**src/meaq_pkg.sv**
```systemverilog
package meaq_pkg;

  localparam int MAX_SCREENS_DEF  = 2;
  localparam int MAX_MONITORS_DEF = 8;

  typedef enum logic [1:0] {
    KIND_WRITE = 2'd0,
    KIND_COUNT = 2'd1,
    KIND_QUERY = 2'd2
  } kind_t;

  localparam logic [1:0] STATUS_OK      = 2'd0;
  localparam logic [1:0] STATUS_BAD_SCR = 2'd1;
  localparam logic [1:0] STATUS_BAD_MON = 2'd2;

  typedef struct packed {
    logic signed [15:0] x;
    logic signed [15:0] y;
    logic [14:0]        w;
    logic [14:0]        h;
  } rect_t;

  // query in flight along the cell row
  typedef struct packed {
    rect_t              q;
    logic signed [16:0] x1;
    logic signed [16:0] y1;
    logic [2:0]         mon;
    logic [3:0]         cnt;
    logic               left;
    logic               right;
    logic               top;
    logic               bottom;
  } tok_t;

endpackage

```
**src/meaq_cell.sv**
```systemverilog
module meaq_cell import meaq_pkg::*; #(
  parameter int IDX         = 0,
  parameter int MAX_SCREENS = MAX_SCREENS_DEF
) (
  input  logic       clk,
  input  logic       rst_n,
  input  logic       wr_en,
  input  logic [1:0] wr_scr,
  input  rect_t      wr_rect,
  input  logic [1:0] rd_scr,
  output rect_t      rd_rect,
  input  logic       vld_in,
  input  tok_t       tok_in,
  output logic       vld_out,
  output tok_t       tok_out
);

  localparam int SCR_W = (MAX_SCREENS > 1) ? $clog2(MAX_SCREENS) : 1;

  rect_t mem [MAX_SCREENS];
  rect_t rd_rect_r;
  logic  vld_out_r;
  tok_t  tok_out_r;

  logic signed [16:0] ox, oy, ox1, oy1, qx, qy;
  logic               active, ov_y, ov_x;
  tok_t               tok_nxt;

  always_ff @(posedge clk) begin
    if (wr_en) begin
      mem[SCR_W'(wr_scr)] <= wr_rect;
    end
    rd_rect_r <= mem[SCR_W'(rd_scr)];
  end

  always_comb begin
    ox  = {rd_rect_r.x[15], rd_rect_r.x};
    oy  = {rd_rect_r.y[15], rd_rect_r.y};
    ox1 = ox + $signed({2'b00, rd_rect_r.w});
    oy1 = oy + $signed({2'b00, rd_rect_r.h});
    qx  = {tok_in.q.x[15], tok_in.q.x};
    qy  = {tok_in.q.y[15], tok_in.q.y};
    active = (32'(tok_in.cnt) > IDX) && (32'(tok_in.mon) != IDX);
    ov_y = (oy >= qy && oy < tok_in.y1) || (oy1 > qy && oy1 <= tok_in.y1);
    ov_x = (ox >= qx && ox < tok_in.x1) || (ox1 > qx && ox1 <= tok_in.x1);
    tok_nxt = tok_in;
    if (active && ov_y) begin
      if (ox < qx) tok_nxt.left = 1'b0;
      if (ox1 > tok_in.x1) tok_nxt.right = 1'b0;
    end
    if (active && ov_x) begin
      if (oy < qy) tok_nxt.top = 1'b0;
      if (oy1 > tok_in.y1) tok_nxt.bottom = 1'b0;
    end
  end

  always_ff @(posedge clk) begin
    if (!rst_n) begin
      vld_out_r <= 1'b0;
    end else begin
      vld_out_r <= vld_in;
    end
    tok_out_r <= tok_nxt;
  end

  assign rd_rect = rd_rect_r;
  assign vld_out = vld_out_r;
  assign tok_out = tok_out_r;

endmodule

```
**src/monitor_edge_adjacency_query_top.sv**
```systemverilog
// Write and count transactions take effect at the accepting edge; busy stays low.
// A query with a bad screen or monitor reports in the cycle after acceptance.
// A valid query steps through ST_FETCH, where the cell read registers settle on the queried
// screen, and ST_READ, which loads the head token; the token then walks the row of monitor cells.
// One query at a time: busy is high from a valid query's acceptance until its result strobes.
// Synchronous active-low reset clears counts, screen_count to 1; rectangles are not reset.
module monitor_edge_adjacency_query_top import meaq_pkg::*; #(
  parameter int MAX_SCREENS  = MAX_SCREENS_DEF,
  parameter int MAX_MONITORS = MAX_MONITORS_DEF
) (
  input  logic               clk,
  input  logic               rst_n,
  input  logic               cfg_we,
  input  logic [1:0]         cfg_wdata,
  input  logic               start,
  output logic               busy,
  input  logic [1:0]         in_kind,
  input  logic [1:0]         in_screen_index,
  input  logic [2:0]         in_monitor_index,
  input  logic [3:0]         in_monitor_count,
  input  logic signed [15:0] in_rect_x,
  input  logic signed [15:0] in_rect_y,
  input  logic [14:0]        in_rect_width,
  input  logic [14:0]        in_rect_height,
  output logic               out_valid,
  output logic               out_is_leftmost,
  output logic               out_is_rightmost,
  output logic               out_is_topmost,
  output logic               out_is_bottommost,
  output logic signed [15:0] out_mon_x,
  output logic signed [15:0] out_mon_y,
  output logic [14:0]        out_mon_width,
  output logic [14:0]        out_mon_height,
  output logic [1:0]         out_status
);

  localparam int SCR_W = (MAX_SCREENS > 1) ? $clog2(MAX_SCREENS) : 1;
  localparam int MON_W = (MAX_MONITORS > 1) ? $clog2(MAX_MONITORS) : 1;

  typedef enum logic [1:0] {
    ST_IDLE,
    ST_FETCH,
    ST_READ,
    ST_WAIT
  } state_t;

  state_t     state_r;
  logic [1:0] screen_count_r;
  logic [3:0] count_r [MAX_SCREENS];
  logic [1:0] qscr_r;
  logic [2:0] qmon_r;
  logic [3:0] qcnt_r;
  logic       head_vld_r;
  tok_t       head_tok_r;
  logic       out_valid_r;
  logic [3:0] out_flags_r;
  rect_t      out_rect_r;
  logic [1:0] out_status_r;

  logic       accept;
  logic       wr_any;
  logic [3:0] n_sel;
  logic [3:0] cnt_sat;
  logic       scr_bad;
  logic       mon_bad;
  rect_t      wr_rect;
  rect_t      q_sel;

  logic  vld_w [MAX_MONITORS+1];
  tok_t  tok_w [MAX_MONITORS+1];
  rect_t rd_w  [MAX_MONITORS];

  assign busy   = (state_r != ST_IDLE);
  assign accept = start && !busy;

  always_comb begin
    wr_rect = '{x: in_rect_x, y: in_rect_y, w: in_rect_width, h: in_rect_height};
    wr_any  = accept && (kind_t'(in_kind) == KIND_WRITE)
              && (32'(in_screen_index) < MAX_SCREENS)
              && (32'(in_monitor_index) < MAX_MONITORS);
    n_sel   = count_r[SCR_W'(in_screen_index)];
    scr_bad = (in_screen_index >= screen_count_r) || (32'(in_screen_index) >= MAX_SCREENS);
    mon_bad = ({1'b0, in_monitor_index} >= n_sel);
    cnt_sat = (32'(in_monitor_count) > MAX_MONITORS) ? 4'(MAX_MONITORS) : in_monitor_count;
    q_sel   = rd_w[MON_W'(qmon_r)];
  end

  assign vld_w[0] = head_vld_r;
  assign tok_w[0] = head_tok_r;

  for (genvar i = 0; i < MAX_MONITORS; i++) begin : g_cell
    meaq_cell #(
      .IDX         (i),
      .MAX_SCREENS (MAX_SCREENS)
    ) u_cell (
      .clk     (clk),
      .rst_n   (rst_n),
      .wr_en   (wr_any && (MON_W'(in_monitor_index) == MON_W'(i))),
      .wr_scr  (in_screen_index),
      .wr_rect (wr_rect),
      .rd_scr  (qscr_r),
      .rd_rect (rd_w[i]),
      .vld_in  (vld_w[i]),
      .tok_in  (tok_w[i]),
      .vld_out (vld_w[i+1]),
      .tok_out (tok_w[i+1])
    );
  end

  always_ff @(posedge clk) begin
    if (!rst_n) begin
      state_r        <= ST_IDLE;
      screen_count_r <= 2'd1;
      for (int s = 0; s < MAX_SCREENS; s++) begin
        count_r[s] <= '0;
      end
      head_vld_r     <= 1'b0;
      out_valid_r    <= 1'b0;
    end else begin
      head_vld_r  <= 1'b0;
      out_valid_r <= 1'b0;
      if (cfg_we) begin
        screen_count_r <= cfg_wdata;
      end
      unique case (state_r)
        ST_IDLE: begin
          if (accept) begin
            unique case (kind_t'(in_kind))
              KIND_COUNT: begin
                if (32'(in_screen_index) < MAX_SCREENS) begin
                  count_r[SCR_W'(in_screen_index)] <= cnt_sat;
                end
              end
              KIND_QUERY: begin
                priority if (scr_bad) begin
                  out_valid_r  <= 1'b1;
                  out_status_r <= STATUS_BAD_SCR;
                  out_flags_r  <= 4'b1111;
                  out_rect_r   <= '0;
                end else if (mon_bad) begin
                  out_valid_r  <= 1'b1;
                  out_status_r <= STATUS_BAD_MON;
                  out_flags_r  <= 4'b1111;
                  out_rect_r   <= '0;
                end else begin
                  qscr_r  <= in_screen_index;
                  qmon_r  <= in_monitor_index;
                  qcnt_r  <= n_sel;
                  state_r <= ST_FETCH;
                end
              end
              default: begin
                // writes go straight to the cells; unused kind is dropped
              end
            endcase
          end
        end
        ST_FETCH: begin
          // cell read registers settle on the queried screen
          state_r <= ST_READ;
        end
        ST_READ: begin
          head_vld_r        <= 1'b1;
          head_tok_r.q      <= q_sel;
          head_tok_r.x1     <= {q_sel.x[15], q_sel.x} + $signed({2'b00, q_sel.w});
          head_tok_r.y1     <= {q_sel.y[15], q_sel.y} + $signed({2'b00, q_sel.h});
          head_tok_r.mon    <= qmon_r;
          head_tok_r.cnt    <= qcnt_r;
          head_tok_r.left   <= 1'b1;
          head_tok_r.right  <= 1'b1;
          head_tok_r.top    <= 1'b1;
          head_tok_r.bottom <= 1'b1;
          state_r           <= ST_WAIT;
        end
        ST_WAIT: begin
          if (vld_w[MAX_MONITORS]) begin
            out_valid_r  <= 1'b1;
            out_status_r <= STATUS_OK;
            out_flags_r  <= {tok_w[MAX_MONITORS].left, tok_w[MAX_MONITORS].right,
                             tok_w[MAX_MONITORS].top, tok_w[MAX_MONITORS].bottom};
            out_rect_r   <= tok_w[MAX_MONITORS].q;
            state_r      <= ST_IDLE;
          end
        end
        default: begin
          state_r <= ST_IDLE;
        end
      endcase
    end
  end

  assign out_valid         = out_valid_r;
  assign out_is_leftmost   = out_flags_r[3];
  assign out_is_rightmost  = out_flags_r[2];
  assign out_is_topmost    = out_flags_r[1];
  assign out_is_bottommost = out_flags_r[0];
  assign out_mon_x         = out_rect_r.x;
  assign out_mon_y         = out_rect_r.y;
  assign out_mon_width     = out_rect_r.w;
  assign out_mon_height    = out_rect_r.h;
  assign out_status        = out_status_r;

endmodule

```
**config.mk**
```make
export PLATFORM = sky130hd
export DESIGN_NAME = monitor_edge_adjacency_query_top
export DESIGN_NICKNAME = d
export VERILOG_FILES = /design/src/meaq_pkg.sv /design/src/meaq_cell.sv /design/src/monitor_edge_adjacency_query_top.sv
export SDC_FILE = /design/constraint.sdc
export NUM_CORES = 2
export LEC_CHECK = 0
export BUFFER_PORTS_ARGS = -buffer_cell sky130_fd_sc_hd__buf_2
export CORE_ASPECT_RATIO = 1.75
export CORE_MARGIN = 5
export CORE_UTILIZATION = 32
export CTS_CLUSTER_DIAMETER = 50
export DETAILED_ROUTE_END_ITERATION = 6
export SLEW_MARGIN = 25
export SYNTH_ARGS = -nofsm -noshare
export SYNTH_HDL_FRONTEND = slang
export SYNTH_SLANG_ARGS = --single-unit
export TNS_END_PERCENT = 20
```
**constraint.sdc**
```tcl
create_clock -name clk -period 9.26 [get_ports clk]
set_input_delay 0.926 -clock clk [delete_from_list [all_inputs] [get_ports clk]]
set_output_delay 0.926 -clock clk [all_outputs]
set_load 0.02 [all_outputs]
```
## Word-level counts from Yosys, hierarchy flattened

Memories as Yosys holds them, arrays and structs flattened. A register that Yosys moved wholly into a read port is not among the register bits.
Index checks and enable logic that the tools add are counted.

| word-level totals | value |
|---|---|
| bits in registers | 1,008 |
| memory bits (writable) | 1,000 |
| memories kept | 9 |
| input port bits | 79 |

| cells by class | value |
|---|---|
| reductions and logical operators | 96 |
| equality and inequality tests | 25 |
| bitwise logic cells | 3 |
| magnitude comparators | 110 |
| muxes and demuxes | 106 |
| add/sub/neg operators | 18 |

Memories:

| name | depth | bits a word | rd ports | clocked after memory_dff | write ports | line | RTL |
|---|---|---|---|---|---|---|---|
| g_cell[0].u_cell.mem | 2 | 62 | 1 | 1 | 1 | meaq_cell.sv:20 | `rect_t mem [MAX_SCREENS];` |
| g_cell[1].u_cell.mem | 2 | 62 | 1 | 1 | 1 | meaq_cell.sv:20 |  |
| g_cell[2].u_cell.mem | 2 | 62 | 1 | 1 | 1 | meaq_cell.sv:20 |  |
| g_cell[3].u_cell.mem | 2 | 62 | 1 | 1 | 1 | meaq_cell.sv:20 |  |
| g_cell[4].u_cell.mem | 2 | 62 | 1 | 1 | 1 | meaq_cell.sv:20 |  |
| g_cell[5].u_cell.mem | 2 | 62 | 1 | 1 | 1 | meaq_cell.sv:20 |  |
| +3 memories | -- | -- | -- | -- | -- | -- |  |

Operators with widths:

| cell | count |
|---|---|
| 62-bit 2-to-1 mux | 7 |
| 16-bit by 16-bit adder with 17-bit output | 18 |
| 17-bit by 16-bit > comparator with 1-bit output | 16 |
| 17-bit > comparator | 16 |
| 17-bit <= comparator | 16 |
| 16-bit by 17-bit less-than comparator with 1-bit output | 16 |
| 16-bit >= comparator | 16 |
| 16-bit less-than comparator | 16 |
| 62-bit binary-select mux with 3-bit select | 1 |
| 62-bit one-hot mux with 2 select lines | 1 |
| 1-bit logical AND | 67 |
| 1-bit 2-to-1 mux | 63 |
| 2-bit 2-to-1 mux | 23 |
| 4-bit 2-to-1 mux | 7 |
| 1-bit logical OR | 17 |
| 4-bit by 3-bit > comparator with 1-bit output (second input constant) | 4 |
| 3-bit != test (second input constant) | 5 |
| 3-bit equality test (second input constant) | 4 |
| 6-bit AND reduction | 2 |
| 4-bit by 1-bit > comparator with 1-bit output (second input constant) | 2 |
| 4-bit by 2-bit > comparator with 1-bit output (second input constant) | 2 |
| 2-bit one-hot mux with 4 select lines | 1 |
| 4-bit one-hot mux with 2 select lines | 1 |
| 2-bit equality test (second input constant) | 3 |
| other kinds (25) | 34 |

## Depth between registers and ports, before layout

| depth | value |
|---|---|
| word-level depth | 9 |
| mapped depth | 20 |

## By module

A second synthesis with hierarchy kept.

| second synthesis, totals | value |
|---|---|
| cells, all modules | 8,542 |
| area total of the unflattened synthesis | 111,350.5 um^2 |

By module, submodules not included:

| module | area each (um^2) | instances | cells each |
|---|---|---|---|
| meaq_cell at g_cell[2].u_cell | 12,468.2 | 1 | 977 |
| meaq_cell at g_cell[4].u_cell | 12,460.7 | 1 | 972 |
| meaq_cell at g_cell[1].u_cell | 12,453.2 | 1 | 977 |
| meaq_cell at g_cell[6].u_cell | 12,425.7 | 1 | 972 |
| meaq_cell at g_cell[5].u_cell | 12,420.7 | 1 | 970 |
| meaq_cell at g_cell[7].u_cell | 12,414.4 | 1 | 968 |
| meaq_cell at g_cell[3].u_cell | 12,393.1 | 1 | 976 |
| meaq_cell at g_cell[0].u_cell | 12,388.1 | 1 | 967 |
| monitor_edge_adjacency_query_top | 11,926.4 | 1 | 763 |

## Worst setup path after synthesis

No wires, ideal clock.

| timing | value |
|---|---|
| path kind | input-to-reg |
| start | input in_screen_index[0] |
| end | register out_flags_r[0] (enable) |
| arrival time | 7.043 ns |
| stages on the path | 7 |
| slack | 1.621 ns |
| setup time | 0.596 ns |
| path through | buf_1 mux2i_1 ha_1 a21o_1 a21oi_1 o21a_1 a211oi_1 |

| between the ends | value |
|---|---|
| longest elaborated chain between the ends | 4 |
| elaborated cells on any way between the ends | 7 |
| those cells by class | 3 x order compare; 1 x eq/ne; 2 x reduce/logical; 1 x memory |

Ends and longest elaborated chain:

| item | line | RTL |
|---|---|---|
| start, declared | monitor_edge_adjacency_query_top.sv:18 | `input logic [1:0] in_screen_index,` |
| memory 2 x 4 bit / 2-bit >= comparator (equally long branches) | -- |  |
| 3-bit by 4-bit >= comparator with 1-bit output / 1-bit logical OR (equally long branches) | monitor_edge_adjacency_query_top.sv:83, monitor_edge_adjacency_query_top.sv:82 |  |
| 3-bit != test (no line) (*) | -- |  |
| 6-bit AND reduction (no line) (*) | -- |  |
| end signal, assigned | monitor_edge_adjacency_query_top.sv:179 | `out_flags_r <= {tok_w[MAX_MONITORS].left, tok_w[MAX_MONITORS].right,` |
| end, declared | monitor_edge_adjacency_query_top.sv:56 | `logic [3:0] out_flags_r;` |

Mark *: on every way between the ends. The rest lies on a longest branch, timed or not.
A chain may end at the register's enable or synchronous reset.

==> metrics.yaml <==
status: "finished, final reports clean"
power-per-cell-area_mw_per_mm2: 179
combPwrFrac_pct: 1.8
first_iter_violations: 3995
remaining_drc_errors: 0
grt_pass1_wl_um: 521000
initial_core_util_pct: 32.1
rsz0062_at_grt: "no"
tightest_slew_ns: 1.05
post_cts_buffers: 0
port_buffers: 148
finalMaxSlewViolations: 0
ios: 149
cts_buffers: 248
die-area_mm2: 0.355
cp_max_fo: 4
leakage_nw: 51.4
cp.required_ns: 10.11
tns_ns: 0
synthDistinctLibCells: 80
muxShareOfSynthArea_pct: 8.42
p_int_mw: 17.4
seq_area_frac_synth_pct: 56.4
grt_max_degree: 123
cts_buffer_depth: 4
htree_levels: 4
dr_total_vias: 67200
core_mm2: 0.341
max_cap_violations: 0
dr.pass1.iters: 6
antenna_found_initial: 55
synth_edf_count: 1179
cts_hold_buf: 0
die_y_um: 784
switching_power_mw: 4.97
tritoncts: "yes"
fin_hold_ws_ns: 0.230
seqPwrFrac_pct: 51.9
p_clk_share_pct: 46.4
hold_path_class: "input port to flip-flop"
grt_use_total_pct: 20.7
layout.nets: 10200
syn_nets: 9846
yosys_warnings: 0
fin_crit_ns: 5.07
gp_congestion: 0.964
synth_compound_area_share_pct: 8.47
cp.arrival_ns: 5.92
critPathKind: "flip-flop to flip-flop"
slew_headroom_pct: 29.8
peakVddDrop_uv: 170
rows: 284
skew_ns: 0.0828
clock-sinks: 2501
wl_per_cell_um: 27.6
syn_area_mm2: 0.110
dominantRegCellSynth: "dfxtp_1"
synth_top_family_by_area: "adder cells"
die_x_um: 452
period_share_pct: 54.7
synthAdderAreaFrac_pct: 15.6
ys_ff_latch: 2501
synth-async-reset-ratio_pct: 0
grt_pass1_vias: 69300
yosys.area_share.xor_xnor_pct: 1.87
netSwitchingFraction_pct: 22.2
startpoint_type: "flip-flop"
grt_overflow: 0
layout_setup_ws_ns: 4.19
drive_gt1_share_pct: 15.4
endpoint_kind: "flip-flop"
cts_resized: 0
wirelength_um: 378000
clock.fmax_mhz: 197
via_per_inst: 4.90
finalHoldViolCount: 0
synth_simple_gate_area_share_pct: 6.35
syn2layout_area_growth_pct: 14.1
p_total_mw: 22.4
post-route-util_pct: 36.6
syn_area_per_cell_um2: 13.0
setup_viol: 0
dp_slack_ns: 4.30
root_buffer: "clkbuf_16"
syn_inst: 8414
hpwl_um: 300000
clk_latency_ns: 0.97
cts.reportedPaths.clkPinSlew_ns: 0.07
ant_nets: 0
-- cells by family (layout without fill, tap and decap cells) --
group                    after synthesis  count (layout)
multiplexers                         697             697
AO/OA/AOI/OAI                       1421            1421
buffers and inverters                839            1401
adder cells (fa/ha/maj)             1353            1353
flip-flops                          2501            2501
other                                  0             147
AND/OR/NAND/NOR                     1369            1369
XOR/XNOR                             234             234
-- cells in the mapped netlist, types with 18 or more instances --
cell type / instances / area share [%]
a21oi_1: 402 / 1.8
a21o_1: 274 / 1.9
o21ai_0: 244 / 1.1
xnor2_1: 170 / 1.4
nand3_1: 129 / 0.59
ha_1: 1335 / 15
nand4_1: 153 / 0.87
o21a_1: 68 / 0.47
nand2_1: 237 / 0.81
dfxtp_1: 1322 / 24
nor2b_1: 96 / 0.55
xor2_1: 64 / 0.51
or3_1: 28 / 0.16
o211ai_1: 44 / 0.30
o31ai_1: 28 / 0.19
edfxtp_1: 1179 / 32
or2_2: 28 / 0.16
inv_1: 739 / 2.5
and3_1: 46 / 0.26
a2111oi_0: 21 / 0.17
mux2_2: 557 / 5.7
nor3_1: 113 / 0.52
clkbuf_1: 80 / 0.27
nand2b_1: 84 / 0.48
mux4_2: 124 / 2.5
a31oi_1: 53 / 0.30
a211oi_1: 75 / 0.51
nor2_1: 312 / 1.1
and2_1: 88 / 0.50
fa_1: 18 / 0.33
-- critical path, cell delays in order (launching register included) --
cell      delay (ns)
dfxtp_1         0.55
ha_1            0.36
nor2b_1         0.15
o21ai_0         0.24
a21boi_1        0.16
o41ai_1         0.56
o21ai_1         0.23
o41ai_1         0.45
o211ai_1        0.21
xor2_1          0.26
ha_1            0.29
a21o_1          0.16
a211oi_1        0.33
nand2_1         0.08
o311ai_0        0.10
o21ai_0         0.15
o21ai_0         0.17
a32oi_1         0.24
o21a_1          0.24
-- per-layer routing --
metal,vias to the layer above,routed length [um],track usage (%)
met2,1695,204000,39.7
met4,20,43400,19.7
li1,31900,-,-
met5,-,156,0
met1,32700,119000,18.7
met3,892,11500,2.18
-- cells in the final DEF (no fill, tap or decap), drive strengths merged, types with 64 or more instances in the layout --
cell	n
inv	783
o21a	68
ha	1335
xor2	64
clkinv	88
o21ai	249
and2	89
edfxtp	1179
xnor2	170
nand2b	84
nor2b	96
clkbuf	302
diode	147
buf	201
mux4	124
nand4	153
a21o	274
a211oi	75
nor3	113
mux2	557
nand2	237
nand3	129
a21oi	405
dfxtp	1322
nor2	312
-- through the flow --
| step | cell area (um2) | instances |
|---|---|---|
| floorplan | 110000 | 8414 |
| global placement | 116000 | 13100 |
| detailed placement | 116000 | 13100 |
| CTS | 125000 | 13600 |
| global route | 125000 | 13700 |
| finish | 125000 | 13700 |
-- worst paths after layout --
kind	slack [ns]	endpoint	start	cells past startpoint
worst min-delay path	0.23	screen_count_r[0]	cfg_wdata[0]	3
worst max-delay path	4.19	g_cell[3].u_cell.tok_out[2]	g_cell[3].u_cell.rd_rect[32]	18
worst max register to register	4.19	g_cell[3].u_cell.tok_out[2]	g_cell[3].u_cell.rd_rect[32]	18
worst min register to register	0.29	g_cell[1].u_cell.tok_out[4]	g_cell[0].u_cell.tok_out[4]	0
-- power groups by stage --
stage | Combinational [mW] | Clock [mW] | Sequential [mW]
finish | 0.398 | 10.4 | 11.6
global route | 0.427 | 11.1 | 11.6
CTS | 0.406 | 10.7 | 11.6
detailed placement | 0.403 | 0 | 11.8
global placement | 0.395 | 0 | 11.8
floorplan | 0.165 | 0 | 11.8
-- cell type report --
cell class / count / area [um2]
timing repair buffer: 201 / 1210
fill: 32700 / 216000
antenna: 147 / 368
tap: 4576 / 5730
sequential: 2501 / 61900
inverter: 739 / 2770
clock buffer: 302 / 6770
multi-input combinational: 5074 / 44700
clock inverter: 159 / 1620
-- flip-flops by register name, summed over array words and instances (netlist names), 3 cells and up --
signal / count
out_mon_x: 16
g_cell.u_cell.rd_rect: 496
qcnt_r: 4
out_mon_width: 15
count_r: 8
qmon_r: 3
g_cell.u_cell.tok_out: 812
g_cell.u_cell.vld_out: 8
out_flags_r: 4
out_mon_height: 15
out_mon_y: 16
g_cell.u_cell.mem: 992
head_tok_r: 103
Power figures use the tool's default switching activity.
